==> config.mk <==
export PLATFORM = sky130hd
export DESIGN_NAME = gps_frame_parser_unmask_top_flat
export DESIGN_NICKNAME = d
export VERILOG_FILES = /design/src/hw/rtl/gfpu_pkg.sv /design/src/hw/rtl/gfpu_if.sv /design/src/hw/rtl/gps_frame_parser_unmask_top.sv /design/src/hw/rtl/gfpu_ram.sv /design/src/hw/rtl/gfpu_parser.sv /design/src/hw/rtl/gfpu_emitter.sv /design/src/flat_wrapper.sv
export SDC_FILE = /design/constraint.sdc
export NUM_CORES = 1
export LEC_CHECK = 0
export BUFFER_PORTS_ARGS = -buffer_cell sky130_fd_sc_hd__buf_2
export CAP_MARGIN = 0
export CORE_ASPECT_RATIO = 0.75
export CORE_MARGIN = 1
export CORE_UTILIZATION = 55
export CTS_CLUSTER_DIAMETER = 60
export DETAILED_ROUTE_END_ITERATION = 8
export PLACE_DENSITY = 0.81
export SYNTH_ARGS = -nofsm -noshare
export SYNTH_HDL_FRONTEND = slang
export SYNTH_HIERARCHICAL = 1
export SYNTH_SLANG_ARGS = --single-unit
==> constraint.sdc <==
create_clock -name clock -period 4.3 [get_ports clock]
set_input_delay 1.29 -clock clock [delete_from_list [all_inputs] [get_ports clock]]
set_output_delay 1.29 -clock clock [all_outputs]
set_load 0.005 [all_outputs]
==> src/hw/rtl/gfpu_pkg.sv <==
// Shared types, constants and the compass key function of the GPS frame parser.
package gfpu_pkg;

   // Field widths
   localparam int BYTE_W = 8;
   localparam int OFFSET_W = 6;
   localparam int LENGTH_W = 6;

   // Frame bytes
   localparam logic [BYTE_W-1:0] SYNC_FIRST = 8'h55;
   localparam logic [BYTE_W-1:0] SYNC_SECOND = 8'hAA;
   localparam logic [BYTE_W-1:0] ID_GPS = 8'h10;
   localparam logic [BYTE_W-1:0] ID_COMPASS = 8'h20;
   localparam logic [BYTE_W-1:0] LEN_GPS = 8'd58;
   localparam logic [BYTE_W-1:0] LEN_COMPASS = 8'd6;

   // Message kinds
   localparam logic KIND_GPS = 1'b0;
   localparam logic KIND_COMPASS = 1'b1;

   // Payload offsets with special treatment
   localparam int GPS_KEY_OFFSET = 55;
   localparam logic [OFFSET_W-1:0] GPS_KEEP_A = 6'd48;
   localparam logic [OFFSET_W-1:0] GPS_KEEP_B = 6'd49;
   localparam logic [OFFSET_W-1:0] GPS_KEEP_C = 6'd56;
   localparam logic [OFFSET_W-1:0] GPS_KEEP_D = 6'd57;
   localparam logic [OFFSET_W-1:0] COMPASS_KEY_OFFSET = 6'd4;

   // Frame start request from the parser to the emitter
   typedef struct packed {
      logic                start;
      logic                kind;
      logic [LENGTH_W-1:0] length;
   } gfpu_start_type;

   // Derive the compass XOR mask from its key byte
   function automatic logic [BYTE_W-1:0] compass_mask(input logic [BYTE_W-1:0] b);
      logic [BYTE_W-1:0] lo;
      logic [BYTE_W-1:0] hi;
      logic [BYTE_W-1:0] fix;
      lo = (b ^ (b >> 4)) & 8'h0F;
      hi = (b << 3) & 8'hF0;
      fix = {b[0], 3'b000, b[0], 3'b000};
      return (lo | hi) ^ fix;
   endfunction

endpackage

==> src/hw/rtl/gfpu_if.sv <==
// Valid/ready channel interfaces for received bytes and decoded payload bytes.
interface gfpu_req_if;
   import gfpu_pkg::*;
   logic              valid;
   logic              ready;
   logic [BYTE_W-1:0] rx_byte;
   modport source (output valid, output rx_byte, input ready);
   modport sink (input valid, input rx_byte, output ready);
endinterface

interface gfpu_rsp_if;
   import gfpu_pkg::*;
   logic                valid;
   logic                ready;
   logic                msg_kind;
   logic [OFFSET_W-1:0] byte_offset;
   logic [BYTE_W-1:0]   plain_byte;
   logic                last_byte;
   modport source (output valid, output msg_kind, output byte_offset, output plain_byte,
                   output last_byte, input ready);
   modport sink (input valid, input msg_kind, input byte_offset, input plain_byte,
                 input last_byte, output ready);
endinterface

==> src/hw/rtl/gps_frame_parser_unmask_top.sv <==
// Top level of the GPS/compass frame parser with payload unmasking.
//
// Channels: req_chan carries one received serial byte per transfer (rx_byte);
// rsp_chan carries one decoded payload byte per transfer (msg_kind,
// byte_offset, plain_byte, last_byte). Both use valid/ready handshakes.
// Every received byte is taken while req_chan.ready is high and produces no output,
// except the second checksum byte of a frame whose header and checksum are
// good. That byte starts the emitter: it fetches the key byte from the
// payload RAM (E_KEY_READ, E_KEY_TAKE), then for each payload byte does one RAM
// read (E_READ) and one load of the output register (E_LOAD), for the 58 bytes
// of a GPS frame or the 6 of a compass frame. The single read port of the
// payload RAM paces the emitter. req_chan.ready is low while the emitter
// runs and returns high once the last byte is in the output register.
// Reset returns the parser to the sync hunt and empties the output register;
// the payload RAM is not cleared. When the receiver stalls, the current
// output byte holds and the emitter waits with the next byte in RAM read data.
module gps_frame_parser_unmask_top #(
   parameter int MAX_PAYLOAD = 58
) (
   input  logic       clock,
   input  logic       reset,
   gfpu_req_if.sink   req_chan,
   gfpu_rsp_if.source rsp_chan
);
   import gfpu_pkg::*;

   localparam int AW = $clog2(MAX_PAYLOAD);

   gfpu_start_type    start;
   logic              busy;
   logic              wr_en;
   logic [AW-1:0]     wr_addr;
   logic [BYTE_W-1:0] wr_data;
   logic              rd_en;
   logic [AW-1:0]     rd_addr;
   logic [BYTE_W-1:0] rd_data;

   gfpu_parser #(.MAX_PAYLOAD(MAX_PAYLOAD)) u_parser (
      .clock    (clock),
      .reset    (reset),
      .req_chan (req_chan),
      .busy     (busy),
      .start    (start),
      .wr_en    (wr_en),
      .wr_addr  (wr_addr),
      .wr_data  (wr_data)
   );

   gfpu_ram #(.WIDTH(BYTE_W), .DEPTH(MAX_PAYLOAD)) u_payload_ram (
      .clock   (clock),
      .wr_en   (wr_en),
      .wr_addr (wr_addr),
      .wr_data (wr_data),
      .rd_en   (rd_en),
      .rd_addr (rd_addr),
      .rd_data (rd_data)
   );

   gfpu_emitter #(.MAX_PAYLOAD(MAX_PAYLOAD)) u_emitter (
      .clock    (clock),
      .reset    (reset),
      .start    (start),
      .rd_en    (rd_en),
      .rd_addr  (rd_addr),
      .rd_data  (rd_data),
      .rsp_chan (rsp_chan),
      .busy     (busy)
   );

   // A frame start comes only from an accepted byte
   a_start_on_transfer: assert property (@(posedge clock) disable iff (reset)
      start.start |-> (req_chan.valid && req_chan.ready))
      else $error("frame start without an input transfer");

   // The emitter takes up every frame start
   a_start_taken: assert property (@(posedge clock) disable iff (reset)
      start.start |=> busy)
      else $error("frame start not taken by the emitter");

   // The payload RAM is never written while the emitter reads it
   a_no_write_when_busy: assert property (@(posedge clock) disable iff (reset)
      busy |-> !wr_en)
      else $error("payload write during emission");

   // The final byte sits at the end of a frame of the right kind
   a_last_offset: assert property (@(posedge clock) disable iff (reset)
      (rsp_chan.valid && rsp_chan.last_byte) |->
         ((rsp_chan.msg_kind == KIND_GPS && rsp_chan.byte_offset == GPS_KEEP_D) ||
          (rsp_chan.msg_kind == KIND_COMPASS && rsp_chan.byte_offset == 6'd5)))
      else $error("last byte at an unexpected offset");
endmodule

==> src/hw/rtl/gfpu_ram.sv <==
// Generic single-write, single-read RAM with registered read data.
module gfpu_ram #(
   parameter int WIDTH = 8,
   parameter int DEPTH = 58
) (
   input  logic                     clock,
   input  logic                     wr_en,
   input  logic [$clog2(DEPTH)-1:0] wr_addr,
   input  logic [WIDTH-1:0]         wr_data,
   input  logic                     rd_en,
   input  logic [$clog2(DEPTH)-1:0] rd_addr,
   output logic [WIDTH-1:0]         rd_data
);
   logic [WIDTH-1:0] mem_ff [DEPTH];
   logic [WIDTH-1:0] rd_data_ff;

   // Write and registered read
   always_ff @(posedge clock) begin
      if (wr_en) begin
         mem_ff[wr_addr] <= wr_data;
      end
      if (rd_en) begin
         rd_data_ff <= mem_ff[rd_addr];
      end
   end

   assign rd_data = rd_data_ff;
endmodule

==> src/hw/rtl/gfpu_parser.sv <==
// Byte-level frame parser: sync hunt, header check, payload store and checksum.
module gfpu_parser #(
   parameter int MAX_PAYLOAD = 58
) (
   input  logic                           clock,
   input  logic                           reset,
   gfpu_req_if.sink                       req_chan,
   input  logic                           busy,
   output gfpu_pkg::gfpu_start_type       start,
   output logic                           wr_en,
   output logic [$clog2(MAX_PAYLOAD)-1:0] wr_addr,
   output logic [7:0]                     wr_data
);
   import gfpu_pkg::*;

   localparam int AW = $clog2(MAX_PAYLOAD);
   localparam logic [LENGTH_W:0] CountLimit = (LENGTH_W+1)'(MAX_PAYLOAD);

   // Parser phases
   localparam logic [2:0] PH_SYNC1 = 3'd0;
   localparam logic [2:0] PH_SYNC2 = 3'd1;
   localparam logic [2:0] PH_ID    = 3'd2;
   localparam logic [2:0] PH_LEN   = 3'd3;
   localparam logic [2:0] PH_SKIP  = 3'd4;
   localparam logic [2:0] PH_DATA  = 3'd5;
   localparam logic [2:0] PH_CK1   = 3'd6;
   localparam logic [2:0] PH_CK2   = 3'd7;

   logic [2:0]          phase_ff, phase_in;
   logic                kind_ff, kind_in;
   logic [LENGTH_W-1:0] length_ff, length_in;
   logic [LENGTH_W-1:0] count_ff, count_in;
   logic [BYTE_W-1:0]   sum_lo_ff, sum_lo_in;
   logic [BYTE_W-1:0]   sum_hi_ff, sum_hi_in;
   logic [BYTE_W-1:0]   b;
   logic [BYTE_W-1:0]   sum_lo_add;
   logic [BYTE_W-1:0]   sum_hi_add;
   logic                accept;

   assign req_chan.ready = !busy;
   assign accept = req_chan.valid && req_chan.ready;
   assign b = req_chan.rx_byte;

   // Running sums with the current byte folded in
   assign sum_lo_add = sum_lo_ff + b;
   assign sum_hi_add = sum_hi_ff + sum_lo_add;

   // Advance the parser on each transfer
   always_comb begin
      phase_in = phase_ff;
      kind_in = kind_ff;
      length_in = length_ff;
      count_in = count_ff;
      sum_lo_in = sum_lo_ff;
      sum_hi_in = sum_hi_ff;
      start.start = 1'b0;
      start.kind = kind_ff;
      start.length = length_ff;
      wr_en = 1'b0;
      wr_addr = count_ff[AW-1:0];
      wr_data = b;
      if (accept) begin
         case (phase_ff)
            PH_SYNC1: begin
               if (b == SYNC_FIRST) phase_in = PH_SYNC2;
            end
            PH_SYNC2: begin
               if (b == SYNC_SECOND) begin
                  sum_lo_in = '0;
                  sum_hi_in = '0;
                  phase_in = PH_ID;
               end else begin
                  phase_in = PH_SYNC1;
               end
            end
            PH_ID: begin
               sum_lo_in = sum_lo_add;
               sum_hi_in = sum_hi_add;
               if (b == ID_GPS) begin
                  kind_in = KIND_GPS;
                  phase_in = PH_LEN;
               end else if (b == ID_COMPASS) begin
                  kind_in = KIND_COMPASS;
                  phase_in = PH_LEN;
               end else begin
                  phase_in = PH_SKIP;
               end
            end
            PH_LEN: begin
               if ((kind_ff == KIND_GPS && b == LEN_GPS) ||
                   (kind_ff == KIND_COMPASS && b == LEN_COMPASS)) begin
                  length_in = b[LENGTH_W-1:0];
                  count_in = '0;
                  sum_lo_in = sum_lo_add;
                  sum_hi_in = sum_hi_add;
                  phase_in = PH_DATA;
               end else begin
                  phase_in = PH_SYNC1;
               end
            end
            PH_SKIP: begin
               phase_in = PH_SYNC1;
            end
            PH_DATA: begin
               wr_en = {1'b0, count_ff} < CountLimit;
               count_in = count_ff + 1'b1;
               sum_lo_in = sum_lo_add;
               sum_hi_in = sum_hi_add;
               if (count_in >= length_ff) phase_in = PH_CK1;
            end
            PH_CK1: begin
               phase_in = (b == sum_lo_ff) ? PH_CK2 : PH_SYNC1;
            end
            default: begin
               // Second checksum byte: hand a good frame to the emitter
               start.start = (b == sum_hi_ff);
               phase_in = PH_SYNC1;
            end
         endcase
      end
   end

   always_ff @(posedge clock) begin
      if (reset) begin
         phase_ff <= PH_SYNC1;
         kind_ff <= 1'b0;
         length_ff <= '0;
         count_ff <= '0;
         sum_lo_ff <= '0;
         sum_hi_ff <= '0;
      end else begin
         phase_ff <= phase_in;
         kind_ff <= kind_in;
         length_ff <= length_in;
         count_ff <= count_in;
         sum_lo_ff <= sum_lo_in;
         sum_hi_ff <= sum_hi_in;
      end
   end
endmodule

==> src/hw/rtl/gfpu_emitter.sv <==
// Payload emitter: fetches the key byte, then reads each byte, unmasks it unless it is kept, and sends it.
module gfpu_emitter #(
   parameter int MAX_PAYLOAD = 58
) (
   input  logic                           clock,
   input  logic                           reset,
   input  gfpu_pkg::gfpu_start_type       start,
   output logic                           rd_en,
   output logic [$clog2(MAX_PAYLOAD)-1:0] rd_addr,
   input  logic [7:0]                     rd_data,
   gfpu_rsp_if.source                     rsp_chan,
   output logic                           busy
);
   import gfpu_pkg::*;

   localparam int AW = $clog2(MAX_PAYLOAD);
   localparam logic [AW-1:0] GpsKeyAddr = AW'(GPS_KEY_OFFSET % MAX_PAYLOAD);
   localparam logic [AW-1:0] CompassKeyAddr = COMPASS_KEY_OFFSET[AW-1:0];

   // Sequencer states
   localparam logic [2:0] E_IDLE     = 3'd0;
   localparam logic [2:0] E_KEY_READ = 3'd1;
   localparam logic [2:0] E_KEY_TAKE = 3'd2;
   localparam logic [2:0] E_READ     = 3'd3;
   localparam logic [2:0] E_LOAD     = 3'd4;

   logic [2:0]          state_ff, state_in;
   logic                kind_ff, kind_in;
   logic [LENGTH_W-1:0] length_ff, length_in;
   logic [OFFSET_W-1:0] idx_ff, idx_in;
   logic [BYTE_W-1:0]   mask_ff, mask_in;
   logic                valid_ff, valid_in;
   logic                kind_out_ff, kind_out_in;
   logic [OFFSET_W-1:0] offset_ff, offset_in;
   logic [BYTE_W-1:0]   plain_ff, plain_in;
   logic                last_ff, last_in;
   logic                keep;
   logic                is_last;
   logic                out_free;

   // Bytes that pass without unmasking
   always_comb begin
      if (kind_ff == KIND_GPS) begin
         keep = idx_ff inside {GPS_KEEP_A, GPS_KEEP_B, GPS_KEEP_C, GPS_KEEP_D};
      end else begin
         keep = (idx_ff == COMPASS_KEY_OFFSET);
      end
   end

   assign is_last = (idx_ff == length_ff - 1'b1);
   assign out_free = !valid_ff || rsp_chan.ready;

   // Sequence the key fetch and the per-byte read/unmask loop
   always_comb begin
      state_in = state_ff;
      kind_in = kind_ff;
      length_in = length_ff;
      idx_in = idx_ff;
      mask_in = mask_ff;
      valid_in = valid_ff && !rsp_chan.ready;
      kind_out_in = kind_out_ff;
      offset_in = offset_ff;
      plain_in = plain_ff;
      last_in = last_ff;
      rd_en = 1'b0;
      rd_addr = idx_ff[AW-1:0];
      case (state_ff)
         E_IDLE: begin
            if (start.start) begin
               kind_in = start.kind;
               length_in = start.length;
               state_in = E_KEY_READ;
            end
         end
         E_KEY_READ: begin
            rd_en = 1'b1;
            rd_addr = (kind_ff == KIND_GPS) ? GpsKeyAddr : CompassKeyAddr;
            state_in = E_KEY_TAKE;
         end
         E_KEY_TAKE: begin
            mask_in = (kind_ff == KIND_GPS) ? rd_data : compass_mask(rd_data);
            idx_in = '0;
            state_in = E_READ;
         end
         E_READ: begin
            rd_en = 1'b1;
            state_in = E_LOAD;
         end
         E_LOAD: begin
            // Hold the read data until the output register frees up
            if (out_free) begin
               valid_in = 1'b1;
               kind_out_in = kind_ff;
               offset_in = idx_ff;
               plain_in = keep ? rd_data : (rd_data ^ mask_ff);
               last_in = is_last;
               if (is_last) begin
                  state_in = E_IDLE;
               end else begin
                  idx_in = idx_ff + 1'b1;
                  state_in = E_READ;
               end
            end
         end
         default: begin
            state_in = E_IDLE;
         end
      endcase
   end

   always_ff @(posedge clock) begin
      if (reset) begin
         state_ff <= E_IDLE;
         valid_ff <= 1'b0;
      end else begin
         state_ff <= state_in;
         valid_ff <= valid_in;
      end
   end

   always_ff @(posedge clock) begin
      kind_ff <= kind_in;
      length_ff <= length_in;
      idx_ff <= idx_in;
      mask_ff <= mask_in;
      kind_out_ff <= kind_out_in;
      offset_ff <= offset_in;
      plain_ff <= plain_in;
      last_ff <= last_in;
   end

   assign busy = (state_ff != E_IDLE);
   assign rsp_chan.valid = valid_ff;
   assign rsp_chan.msg_kind = kind_out_ff;
   assign rsp_chan.byte_offset = offset_ff;
   assign rsp_chan.plain_byte = plain_ff;
   assign rsp_chan.last_byte = last_ff;
endmodule
==> src/flat_wrapper.sv <==
// flat-port wrapper written by rule: the top's interface ports become plain ports
module gps_frame_parser_unmask_top_flat import gfpu_pkg::*;
#(
   parameter int MAX_PAYLOAD = 58
)
  (clock, reset, req_chan_valid, req_chan_rx_byte, req_chan_ready, rsp_chan_valid, rsp_chan_msg_kind, rsp_chan_byte_offset, rsp_chan_plain_byte, rsp_chan_last_byte, rsp_chan_ready);
  gfpu_req_if req_chan_i ();
  gfpu_rsp_if rsp_chan_i ();
  input  logic clock;
  input  logic reset;
  input wire logic [$bits(req_chan_i.valid)-1:0] req_chan_valid;
  input wire logic [$bits(req_chan_i.rx_byte)-1:0] req_chan_rx_byte;
  output wire logic [$bits(req_chan_i.ready)-1:0] req_chan_ready;
  output wire logic [$bits(rsp_chan_i.valid)-1:0] rsp_chan_valid;
  output wire logic [$bits(rsp_chan_i.msg_kind)-1:0] rsp_chan_msg_kind;
  output wire logic [$bits(rsp_chan_i.byte_offset)-1:0] rsp_chan_byte_offset;
  output wire logic [$bits(rsp_chan_i.plain_byte)-1:0] rsp_chan_plain_byte;
  output wire logic [$bits(rsp_chan_i.last_byte)-1:0] rsp_chan_last_byte;
  input wire logic [$bits(rsp_chan_i.ready)-1:0] rsp_chan_ready;
  assign req_chan_i.valid = req_chan_valid;
  assign req_chan_i.rx_byte = req_chan_rx_byte;
  assign req_chan_ready = req_chan_i.ready;
  assign rsp_chan_valid = rsp_chan_i.valid;
  assign rsp_chan_msg_kind = rsp_chan_i.msg_kind;
  assign rsp_chan_byte_offset = rsp_chan_i.byte_offset;
  assign rsp_chan_plain_byte = rsp_chan_i.plain_byte;
  assign rsp_chan_last_byte = rsp_chan_i.last_byte;
  assign rsp_chan_i.ready = rsp_chan_ready;
  gps_frame_parser_unmask_top #(.MAX_PAYLOAD(MAX_PAYLOAD)) u_core (.clock(clock), .reset(reset), .req_chan(req_chan_i), .rsp_chan(rsp_chan_i));
endmodule
==> impl_metrics.ini <==
[timing]
hold_viol_final = 0
fin_crit_sh_pct = 87.9
rsz0062_at_grt = false
fin_setup_tns_ps = 0
final-setup-viol-count = 0
drv_slew = 0
setup_ws_ps = 522
tightest_slew_ps = 955
max_freq_mhz = 265
fin_skew_ps = 18.5
period_needed_ps = 3780
max_slew_margin_pct = 36.1

[global_routing]
grtUsageTotal_pct = 24.7
grt_max_degree = 66
grt_pass1_wl_um = 77300
grt_overflow = 0
grt_pass1_vias = 12800
antenna_found_initial = 0

[yosys]
syn_avg_cell_area_um2 = 16.7
synth_flop_cell = edfxtp_1
synth.most_common_cell = edfxtp_1
synthMuxAreaShare_pct = 11.9
yosys_warnings = 6
synth_top_area_share_pct = 67.2
synthTopCellsByArea = edfxtp_1 (67%), mux4_2 (8.7%), dfxtp_1 (3.2%)
synth_area_um2 = 22700
async_reset_ff_share_pct = 0
synth_cell_types = 67
synth_fp_nets = 1401
synth_compound_area_share_pct = 4.83
syn_inst = 1362
synth_top_cell_by_area = edfxtp_1
yosysSeqAreaShare_pct = 70.4
synth-seq-cells = 545
yosys.area_share.simple_pct = 7.20
synth_xor_area_share_pct = 2.03
yosys-top-cells-count = edfxtp_1 (509), nor2_1 (119), mux4_2 (88)
yosys.area_share.adder_pct = 1.55
synth_top_family_by_area = multiplexers
synth_edf_count = 509

[cts]
post_cts_resized = 0
htree_levels = 2
cts_root_buf = clkbuf_16
worstSkewPairLatency_ps = 580
cts_tree = yes
cts_buffers = 50
holdBufCountCts = 0
post_cts_buffers = 0
clkSinkCount = 545
clk_pin_slew_ps = 60
cts_buffer_depth = 3

[routing]
vias_per_cell = 6.30
vias = 12800
drcViolationCount = 0
drt-total-wl_um = 50500
ant_nets = 0
wl_per_cell_um = 24.9
drt_iter0_markers = 1722
drtPass1Iterations = 5

[finish]
synthToLayoutAreaGrowth_pct = 11.9
fill_cells = 2798
fin_cells = 2028
num_antenna_cells = 0
layout.nets = 1505
drive_gt1_share_pct = 21.1

[min_path]
hp-class = reg2reg

[setup_path]
critPathCaptureType = flop
startpoint_type = primary input
crit_fanout = 5
path_class = in2reg
required_ps = 4810
cp.arrival_ps = 4290

[place]
preCtsSetupSlack_ps = -8.25
portBuffers = 29
place_congestion = 0.882
dp.final_hpwl_um = 31200
dp_cells = 1942

[status]
status = completed

[floorplan]
num_rows = 64
die_w_um = 237
start_util_pct = 55.8
coreArea_um2 = 40800
ioPinCount = 30
die_y_um = 178
design.die.area_um2 = 42200

[power_and_ir_drop]
power_density_nw_per_um2 = 399
static-leakage-power_nw = 8.96
ir_drop_v = 0.000336
power.total_mw = 10.1

[flow_run]
cap_violations = 0
sequential cells by signal (all words and copies together) (netlist names):
signal and cells:
u_core/u_emitter/rsp_chan.last_byte 1, u_core/u_parser/sum_lo_ff 8, u_core/u_payload_ram/rd_data 8, u_core/u_payload_ram/mem_ff 464
u_core/u_emitter/rsp_chan.valid 1, u_core/u_emitter/idx_ff 6, u_core/u_emitter/rsp_chan.byte_offset 6, u_core/u_parser/length_ff 6
u_core/u_parser/sum_hi_ff 8, u_core/u_emitter/state_ff 3, u_core/u_emitter/mask_ff 8, u_core/u_parser/kind_ff 1
u_core/u_emitter/kind_ff 1, u_core/u_emitter/rsp_chan.plain_byte 8, u_core/u_parser/wr_addr 6, u_core/u_emitter/length_ff 6
u_core/u_emitter/rsp_chan.msg_kind 1, u_core/u_parser/phase_ff 3
cells in the final DEF, fill, tap and decap left out, types with 15 or more instances in the layout:
master	Yosys	routed
a21oi_1	41	41
a22oi_1	16	16
buf_2	21	29
buf_4	13	90
clkbuf_1	26	15
clkbuf_16	0	51
dfxtp_1	36	36
edfxtp_1	509	509
ha_1	25	25
inv_1	15	15
mux2i_1	65	65
mux4_2	88	88
nand2_1	64	64
nand3_1	32	32
nand3b_1	15	15
nor2_1	119	115
o22ai_1	53	53
xnor2_1	37	37
layer usage:
layer	vias up	GRT usage, %	part of all wire, %
li1	5560	-	-
met1	6468	35.6	41
met2	682	37.9	46
met3	76	6.19	11
met4	0	6.44	1.9
met5	-	0	0
cells by family after synthesis:
group           after synthesis
flops                       545
compound gates              163
buf+inv                      87
xor+xnor                     51
fa+ha+maj                    27
simple gates                330
mux                         159
metrics by stage:
stage                     hold WS (ps)  utilization (%)  area, um^2
after global routing               458             62.4       25400
after floorplan                    408                -       22700
after detailed placement           426             58.7       23900
final                              439             62.4       25400
after global placement             417             58.7       23900
after CTS                          444             62.4       25400
worst max-delay path, stage by stage:
cell      delay (ps)
buf_2            110
ha_1             240
fa_1             410
a21o_1           170
a21oi_1          250
xnor2_1          140
ha_1             380
nand3_1           90
o211ai_1         210
nor4_1            70
nor3_1           270
xor2_1           230
mux2_4           320
a21oi_2          110
area by class of cell:
cell class                 instances  area (um^2)  area share (%)
sequential                       545        16000            62.9
multi-input combinational        730         6280            24.7
clock buffer                      66         1330            5.24
timing repair buffer             124          921            3.62
tap                              528          661            2.60
clock inverter                    20          179           0.703
inverter                          15         56.3           0.221
worst paths after layout:
| path | from | end | slack (ps) | cells past startpoint |
|---|---|---|---|---|
| setup / recovery | req_chan_rx_byte[0] | u_core/u_parser/sum_hi_ff[7] | 520 | 14 |
| hold / removal | u_core/u_parser/length_ff[1] | u_core/u_emitter/length_ff[1] | 440 | 0 |
| setup reg to reg | u_core/u_emitter/state_ff[2] | u_core/u_payload_ram/rd_data[7] | 550 | 10 |
| hold reg to reg | u_core/u_parser/length_ff[1] | u_core/u_emitter/length_ff[1] | 440 | 0 |
power by group:
| part | total (mW) | internal, mW | leakage (nW) | switching [mW] |
|---|---|---|---|---|
| Combinational | 0.140 | 0.0271 | 3.37 | 0.113 |
| Sequential | 5.79 | 5.78 | 4.85 | 0.00475 |
| Clock | 4.21 | 2.35 | 0.742 | 1.86 |
No activity file was read; power rests on OpenSTA's default activity.
